## config.mk

```make
export PLATFORM = sky130hd
export DESIGN_NAME = stable_priority_ready_queue
export DESIGN_NICKNAME = d
export VERILOG_FILES = /design/src/design/sprq_pkg.sv /design/src/design/stable_priority_ready_queue.sv /design/src/design/sprq_cell.sv
export SDC_FILE = /design/constraint.sdc
export NUM_CORES = 2
export LEC_CHECK = 0
export BUFFER_PORTS_ARGS = -buffer_cell sky130_fd_sc_hd__buf_4
export CAP_MARGIN = 20
export CORE_UTILIZATION = 65
export DETAILED_ROUTE_END_ITERATION = 16
export PLACE_DENSITY = 0.87
export RECOVER_POWER = 100
export SLEW_MARGIN = 20
export SYNTH_ARGS = -nofsm -noshare
export SYNTH_HDL_FRONTEND = slang
export SYNTH_SLANG_ARGS = --single-unit
```

## constraint.sdc

```tcl
create_clock -name clock -period 8.1 [get_ports clock]
set_input_delay 0.405 -clock clock [delete_from_list [all_inputs] [get_ports clock]]
set_output_delay 0.405 -clock clock [all_outputs]
set_load 0.005 [all_outputs]
```

## src/design/sprq_pkg.sv

```systemverilog
// Types and codes for the stable priority ready queue.
// No dependencies; used by every RTL and checker file.
package sprq_pkg;

   localparam int QUEUE_DEPTH_DEFAULT = 16;

   localparam logic CMD_INSERT = 1'b0;
   localparam logic CMD_REMOVE = 1'b1;

   localparam logic [1:0] ST_DONE  = 2'd0;
   localparam logic [1:0] ST_EMPTY = 2'd1;
   localparam logic [1:0] ST_FULL  = 2'd2;

   typedef struct packed {
      logic [15:0] tag;
      logic [7:0]  priority_lvl;
      logic [15:0] deadline;
   } entry_type;

   // Broadcast to every cell in a cycle
   typedef struct packed {
      logic      ins;
      logic      rem;
      entry_type item;
   } cell_op_type;

   // Ordering key: priority above time limit
   function automatic logic [23:0] entry_key(input entry_type e);
      entry_key = {e.priority_lvl, e.deadline};
   endfunction

endpackage

```

## src/design/stable_priority_ready_queue.sv

```systemverilog
// Top level of the stable priority ready queue: cell chain, count, result register.
// Depends on sprq_pkg and sprq_cell.
//
//   Channel  Dir  Handshake             Payload
//   req_     in   req_valid/req_ready   command, tag, priority, time limit
//   rsp_     out  rsp_valid/rsp_ready   got_entry, entry fields, status, occupancy
//
// One transaction per cycle while req_ready is high: every cell compares its key
// with the broadcast entry in parallel and all cells shift together, so an insert
// or remove completes in the cycle it is accepted; the result is registered and appears in the following cycle.
// req_ready is high while the result register is empty or being drained.
// Synchronous reset empties the queue; no clearing pass.
module stable_priority_ready_queue #(
   parameter int QUEUE_DEPTH = sprq_pkg::QUEUE_DEPTH_DEFAULT
) (
   input  logic        clock,
   input  logic        reset,
   input  logic        req_valid,
   output logic        req_ready,
   input  logic        req_command,
   input  logic [15:0] req_item_tag,
   input  logic [7:0]  req_item_priority,
   input  logic [15:0] req_item_time_limit,
   output logic        rsp_valid,
   input  logic        rsp_ready,
   output logic        rsp_got_entry,
   output logic [15:0] rsp_out_tag,
   output logic [7:0]  rsp_out_priority,
   output logic [15:0] rsp_out_time_limit,
   output logic [1:0]  rsp_status,
   output logic [4:0]  rsp_occupancy
);
   import sprq_pkg::*;

   localparam int CW = $clog2(QUEUE_DEPTH + 1);

   logic [CW-1:0] count_ff, count_in;
   logic          rsp_valid_ff, rsp_valid_in;
   logic          got_ff, got_in;
   entry_type     out_ff, out_in;
   logic [1:0]    status_ff, status_in;
   logic [4:0]    occ_ff, occ_in;

   logic          accept, is_full, is_empty;
   cell_op_type   op;
   entry_type     new_item;
   logic [CW+4:0] occ_wide;

   logic      gt_w    [QUEUE_DEPTH];
   entry_type entry_w [QUEUE_DEPTH];
   logic      valid_w [QUEUE_DEPTH];

   assign req_ready = !rsp_valid_ff || rsp_ready;
   assign accept    = req_valid && req_ready;
   assign is_full   = (count_ff == CW'(QUEUE_DEPTH));
   assign is_empty  = (count_ff == '0);

   assign new_item.tag          = req_item_tag;
   assign new_item.priority_lvl = req_item_priority;
   assign new_item.deadline     = req_item_time_limit;

   assign op.ins  = accept && (req_command == CMD_INSERT) && !is_full;
   assign op.rem  = accept && (req_command == CMD_REMOVE) && !is_empty;
   assign op.item = new_item;

   genvar i;
   generate
      for (i = 0; i < QUEUE_DEPTH; i++) begin : g_cell
         sprq_cell u_cell (
            .clock       (clock),
            .reset       (reset),
            .op          (op),
            .left_gt     ((i == 0) ? 1'b0 : gt_w[(i == 0) ? 0 : i - 1]),
            .left_entry  (entry_w[(i == 0) ? 0 : i - 1]),
            .left_valid  ((i == 0) ? 1'b0 : valid_w[(i == 0) ? 0 : i - 1]),
            .right_entry (entry_w[(i == QUEUE_DEPTH - 1) ? i : i + 1]),
            .right_valid ((i == QUEUE_DEPTH - 1) ? 1'b0
                          : valid_w[(i == QUEUE_DEPTH - 1) ? i : i + 1]),
            .gt          (gt_w[i]),
            .entry       (entry_w[i]),
            .valid       (valid_w[i])
         );
      end
   endgenerate

   always_comb begin
      count_in = count_ff;
      if (op.ins) begin
         count_in = count_ff + CW'(1);
      end else if (op.rem) begin
         count_in = count_ff - CW'(1);
      end
   end

   assign occ_wide = {5'b0, count_in};

   always_comb begin
      rsp_valid_in = rsp_valid_ff;
      got_in       = got_ff;
      out_in       = out_ff;
      status_in    = status_ff;
      occ_in       = occ_ff;
      if (accept) begin
         rsp_valid_in = 1'b1;
         got_in       = op.rem;
         out_in       = op.rem ? entry_w[0] : '0;
         occ_in       = occ_wide[4:0];
         if (req_command == CMD_INSERT) begin
            status_in = is_full ? ST_FULL : ST_DONE;
         end else begin
            status_in = is_empty ? ST_EMPTY : ST_DONE;
         end
      end else if (rsp_ready) begin
         rsp_valid_in = 1'b0;
      end
   end

   always_ff @(posedge clock) begin
      got_ff    <= got_in;
      out_ff    <= out_in;
      status_ff <= status_in;
      occ_ff    <= occ_in;
      if (reset) begin
         count_ff     <= '0;
         rsp_valid_ff <= 1'b0;
      end else begin
         count_ff     <= count_in;
         rsp_valid_ff <= rsp_valid_in;
      end
   end

   assign rsp_valid          = rsp_valid_ff;
   assign rsp_got_entry      = got_ff;
   assign rsp_out_tag        = out_ff.tag;
   assign rsp_out_priority   = out_ff.priority_lvl;
   assign rsp_out_time_limit = out_ff.deadline;
   assign rsp_status         = status_ff;
   assign rsp_occupancy      = occ_ff;

endmodule

```

## src/design/sprq_cell.sv

```systemverilog
// One slot of the sorted shift-cell queue.
// Depends on sprq_pkg.
module sprq_cell (
   input  logic                clock,
   input  logic                reset,
   input  sprq_pkg::cell_op_type op,
   input  logic                left_gt,
   input  sprq_pkg::entry_type left_entry,
   input  logic                left_valid,
   input  sprq_pkg::entry_type right_entry,
   input  logic                right_valid,
   output logic                gt,
   output sprq_pkg::entry_type entry,
   output logic                valid
);
   import sprq_pkg::*;

   entry_type entry_ff, entry_in;
   logic      valid_ff, valid_in;

   // An empty slot ranks behind everything; equal keys stay ahead of the new one
   assign gt = !valid_ff || (entry_key(entry_ff) > entry_key(op.item));

   always_comb begin
      entry_in = entry_ff;
      valid_in = valid_ff;
      if (op.rem) begin
         entry_in = right_entry;
         valid_in = right_valid;
      end else if (op.ins && gt) begin
         if (left_gt) begin
            entry_in = left_entry;
            valid_in = left_valid;
         end else begin
            entry_in = op.item;
            valid_in = 1'b1;
         end
      end
   end

   always_ff @(posedge clock) begin
      entry_ff <= entry_in;
      if (reset) begin
         valid_ff <= 1'b0;
      end else begin
         valid_ff <= valid_in;
      end
   end

   assign entry = entry_ff;
   assign valid = valid_ff;

endmodule

```

==> metrics.md <==
| Metric | Value |
|---|---|
| Status | finished with violations |
| Failing checks | max-capacitance violations, max-slew violations |
| Clock transition at path regs | 0.06 ns |
| Post-synth top area share | 0.4721 |
| Critical Path Source | req_item_time_limit[11] |
| Hold Path Sink | rsp_valid |
| DRC Markers | 0 |
| Pin count of the biggest net entering global routing | 244 |
| Post-synthesis mux area share | 0.1109 |
| Fillers | 4555 |
| Post-CTS Hold Buffers | 1 |
| Library cells used by synthesis | 61 |
| Adder-Cell Fraction of Synth Area | 0.1104 |
| FF-to-FF End | g_cell[9].u_cell.entry[16] |
| Routed Antenna Nets | 0 |
| Critical Path Max Stage Delay | 1.43 ns |
| Leak Pwr | 17.01 nW |
| Sw frac | 0.3338 |
| Critical Path End Type | flip-flop |
| Syn Nets | 4635 |
| DR vias/cell | 7.080 |
| Number of synthesized register bits | 710 |
| Cts bufs inserted | 77 |
| Seq pwr share | 0.444 |
| Met1 Resource Use GR | 0.5646 |
| Final setup margin | 1.756 ns |
| Initial core utilization | 0.6609 |
| Combinational family with the most area after synthesis | compound AO/OA/AOI/OAI gates |
| Total Routed Length | 146.6 mm |
| Core ar. | 66220 um^2 |
| Pre-CTS WS | 3.356 ns |
| Die Ht | 261.5 um |
| Most Crowded Layer GR | met2 |
| Die Wd | 261.5 um |
| Sw Pwr | 4.089 mW |
| DR pass1 iterations | 8 |
| Area growth from synthesis to layout | 8.394% |
| First-iteration detailed-routing DRC count | 6285 |
| Commonest register cell after synthesis | edfxtp_1 |
| Pwr/cell area | 258.2 nW/um^2 |
| Mapped Cells | 4204 |
| Largest area contributor in the netlist | edfxtp_1 |
| CTS tree | yes |
| IO Count | 95 |
| Combinational power share | 0.244 |
| Die ar. | 68370 um^2 |
| Post-synth ARST share | 0 |
| Part of the cycle the worst path needs | 0.7832 |
| Root Driver | clkbuf_16 |
| All-Layer GR Usage | 0.4263 |
| YS warnings | 0 |
| Seq/Total Area, Yosys | 0.4822 |
| H-Tree Depth | 3 |
| Std-Cell Rows | 94 |
| Grt ovf | 0 |
| GRT met2 Usage | 0.6398 |
| Number of global-route vias before repair | 34170 |
| Post-CTS setup repair buffer count | 0 |
| Hold Crit Depth | 3 |
| Startpoint types | input port |
| Routability cong. | 1.026 |
| Met3 usage | 0.1071 |
| Crit-path cells | clkbuf_1 -> inv_1 -> ha_1 -> nand4_1 -> nor4_1 -> nand2_1 -> buf_4 -> nand2_1 -> clkbuf_1 -> nor3_1 -> a211oi_1 |
| XOR/XNOR share of the synthesized area | 0.0008005 |
| Flop-to-flop setup slack | 2.01 ns |
| Crit path max fanout | 36 |
| Initial antenna violation count | 6 |
| Simple-Gate Fraction of Synth Area | 0.1234 |
| DR vias | 35780 |
| CTS Buffer Depth | 3 |
| Layout cells sized above 1 | 0.07426 |
| Crit path time final | 6.344 ns |
| RSZ-0062 raised after global routing | no |
| Fin nets | 4556 |
| Clock latency on the worst-skew pair | 0.68 ns |
| Port buffer count | 94 |
| First-pass GRT wire length | 214.8 mm |
| Worst hold path type | input port to flip-flop |
| Internal power | 8.161 mW |
| Slew Viols, Final | 639 |
| # Max-Cap Violations | 13 |
| CP arrival | 6.80 ns |
| Post-Syn Area per Cell | 10.41 um^2 |
| Hpwl dp | 91.48 mm |
| Synth Area in Compound Gates | 0.1364 |
| Critical Path RT | 8.55 ns |
| EDFF count, synth | 688 |
| Clock tree sinks | 710 |
| Final setup fails | 0 |
| Post-CTS sizing | 0 |
| Peak VDD IR | 255.1 uV |
| Critical path class | input port to flip-flop |
| Synth Cell Area | 43760 um^2 |
| R2R Path Start | rsp_valid |
| Fmax achieved | 157.6 MHz |
| Worst slew pin tran | 3.913 ns |
| Final clock skew | 0.06714 ns |
| Area contributors post-synth | edfxtp_1 47%, ha_1 11%, mux2i_1 10% |
| TNS Setup | 0 ns |
| Clk network pwr share | 0.311 |
| Post-DR wirelength/cell | 29.02 um |
| Reg2Reg Depth | 9 |
| Final Hold Viols | 0 |
| Slowest CP cell | clkbuf_1 |
| Start point of the worst hold path | rsp_ready |
| Slew Limit Headroom | -1.608 |
==> cell type report <==
| cell class | instances | area, um^2 | share of cell area |
|---|---|---|---|
| clock inverter | 53 | 718.2 | 0.01514 |
| clock buffer | 89 | 1972 | 0.04157 |
| tap | 864 | 1081 | 0.02279 |
| multi-input combinational | 3130 | 21260 | 0.4481 |
| timing repair buffer | 150 | 1082 | 0.02282 |
| inverter | 56 | 217.7 | 0.004590 |
| sequential | 710 | 21100 | 0.4449 |
| antenna | 1 | 2.502 | 0.00005275 |
==> logic make-up (layout without fill, tap and decap cells) <==
kind of cell,after synthesis,after routing
fa+ha+maj,386,386
flops,710,710
buf+inv,364,348
xor+xnor,4,4
other cells,0,1
compound gates,1020,1020
mux,480,480
simple gates,1240,1240
==> how the worst max path moves through the flow <==
stage               slack, ns  depth (start not counted)                    endpoint
floorplan                2.77                          8   g_cell[8].u_cell.entry[0]
global placement         3.36                         11  g_cell[2].u_cell.entry[34]
detailed placement       3.36                         11  g_cell[0].u_cell.entry[19]
CTS                      3.74                          8  g_cell[0].u_cell.entry[16]
global route             1.83                          9  g_cell[9].u_cell.entry[16]
finish                   1.76                         11   g_cell[9].u_cell.entry[9]
==> sequential cells by signal, summed over array words and instances (netlist names) <==
name                 flops
rsp_status               2
rsp_out_time_limit      16
rsp_out_tag             16
rsp_got_entry            1
rsp_valid                1
rsp_occupancy            5
rsp_out_priority         8
g_cell.u_cell.valid     16
count_ff                 5
g_cell.u_cell.entry    640
==> cell usage in the layout, fill, tap and decap left out, types with 5 or more instances in the layout <==
cell type | netlist | routed
and3_1 | 6 | 5
a21o_1 | 46 | 46
nand3_1 | 96 | 96
a211oi_1 | 84 | 84
nand2b_1 | 6 | 6
a221oi_1 | 6 | 6
nor2_1 | 161 | 159
nor2b_1 | 37 | 37
edfxtp_1 | 688 | 688
clkbuf_16 | 0 | 77
clkbuf_2 | 0 | 6
and2_1 | 40 | 20
a22oi_1 | 4 | 8
inv_1 | 55 | 55
clkbuf_1 | 191 | 27
clkinv_2 | 0 | 12
and2_0 | 0 | 19
clkinv_1 | 0 | 18
nor3_1 | 55 | 55
a222oi_1 | 10 | 10
buf_4 | 2 | 82
mux2_2 | 39 | 38
nand4_1 | 90 | 90
a21oi_4 | 3 | 13
o211ai_1 | 97 | 97
clkbuf_4 | 0 | 42
bufinv_16 | 0 | 13
o21ai_0 | 464 | 499
mux2i_1 | 441 | 441
ha_1 | 386 | 386
a21oi_1 | 220 | 211
o21a_1 | 6 | 6
dfxtp_1 | 22 | 21
nor4_1 | 13 | 12
or4_1 | 7 | 7
o31ai_1 | 6 | 6
nand2_1 | 720 | 719
==> worst max-delay path: cells and delay by family <==
| kind | cells | cell delay (ns) |
|---|---|---|
| AND/OR/NAND/NOR | 5 | 2.29 |
| AO/OA/AOI/OAI | 1 | 0.40 |
| buffers and inverters | 4 | 3.12 |
| adder cells (fa/ha/maj) | 1 | 0.50 |
==> layer usage <==
metal | vias up | share of wire
met5 | - | 0.00046
met4 | 10 | 0.066
met3 | 642 | 0.13
met2 | 2776 | 0.43
met1 | 16840 | 0.37
li1 | 15510 | -
==> power groups by stage <==
stage | Sequential (mW) | Combinational, mW | Clock [mW]
2_1_floorplan | 5.26 | 1.94 | 0
3_3_place_gp | 5.45 | 2.73 | 0
3_5_place_dp | 5.47 | 2.86 | 0
4_1_cts | 5.40 | 2.89 | 3.80
5_1_grt | 5.48 | 3.20 | 3.92
6_report | 5.44 | 2.99 | 3.81
==> per-stage QoR <==
step             util  area, um^2  instances  total power, mW  hold WS [ns]
2_1_floorplan       -       43760       4204            7.195        0.4704
3_3_place_gp   0.6774       44860       4907            8.183        0.5044
3_5_place_dp   0.6774       44860       4907            8.321        0.5107
4_1_cts        0.7182       47560       5050            12.09       0.06884
5_1_grt        0.7164       47440       5053            12.60       0.08790
6_report       0.7164       47440       5053            12.25       0.07110
==> synth_stat cells, types with 7 or more instances <==
library cell	number
edfxtp_1	688
o21ai_0	464
inv_1	55
nand3_1	96
a21o_1	46
mux2i_1	441
nand4_1	90
o211ai_1	97
mux2_2	39
ha_1	386
or4_1	7
nor2b_1	37
nor2_1	161
and2_1	40
a222oi_1	10
a21oi_1	220
buf_1	13
buf_2	94
dfxtp_1	22
clkbuf_1	191
nand2_1	720
a211oi_1	84
o21ai_1	39
nor4_1	13
nor3_1	55
Note: power is estimated with default switching activity, not from simulation.
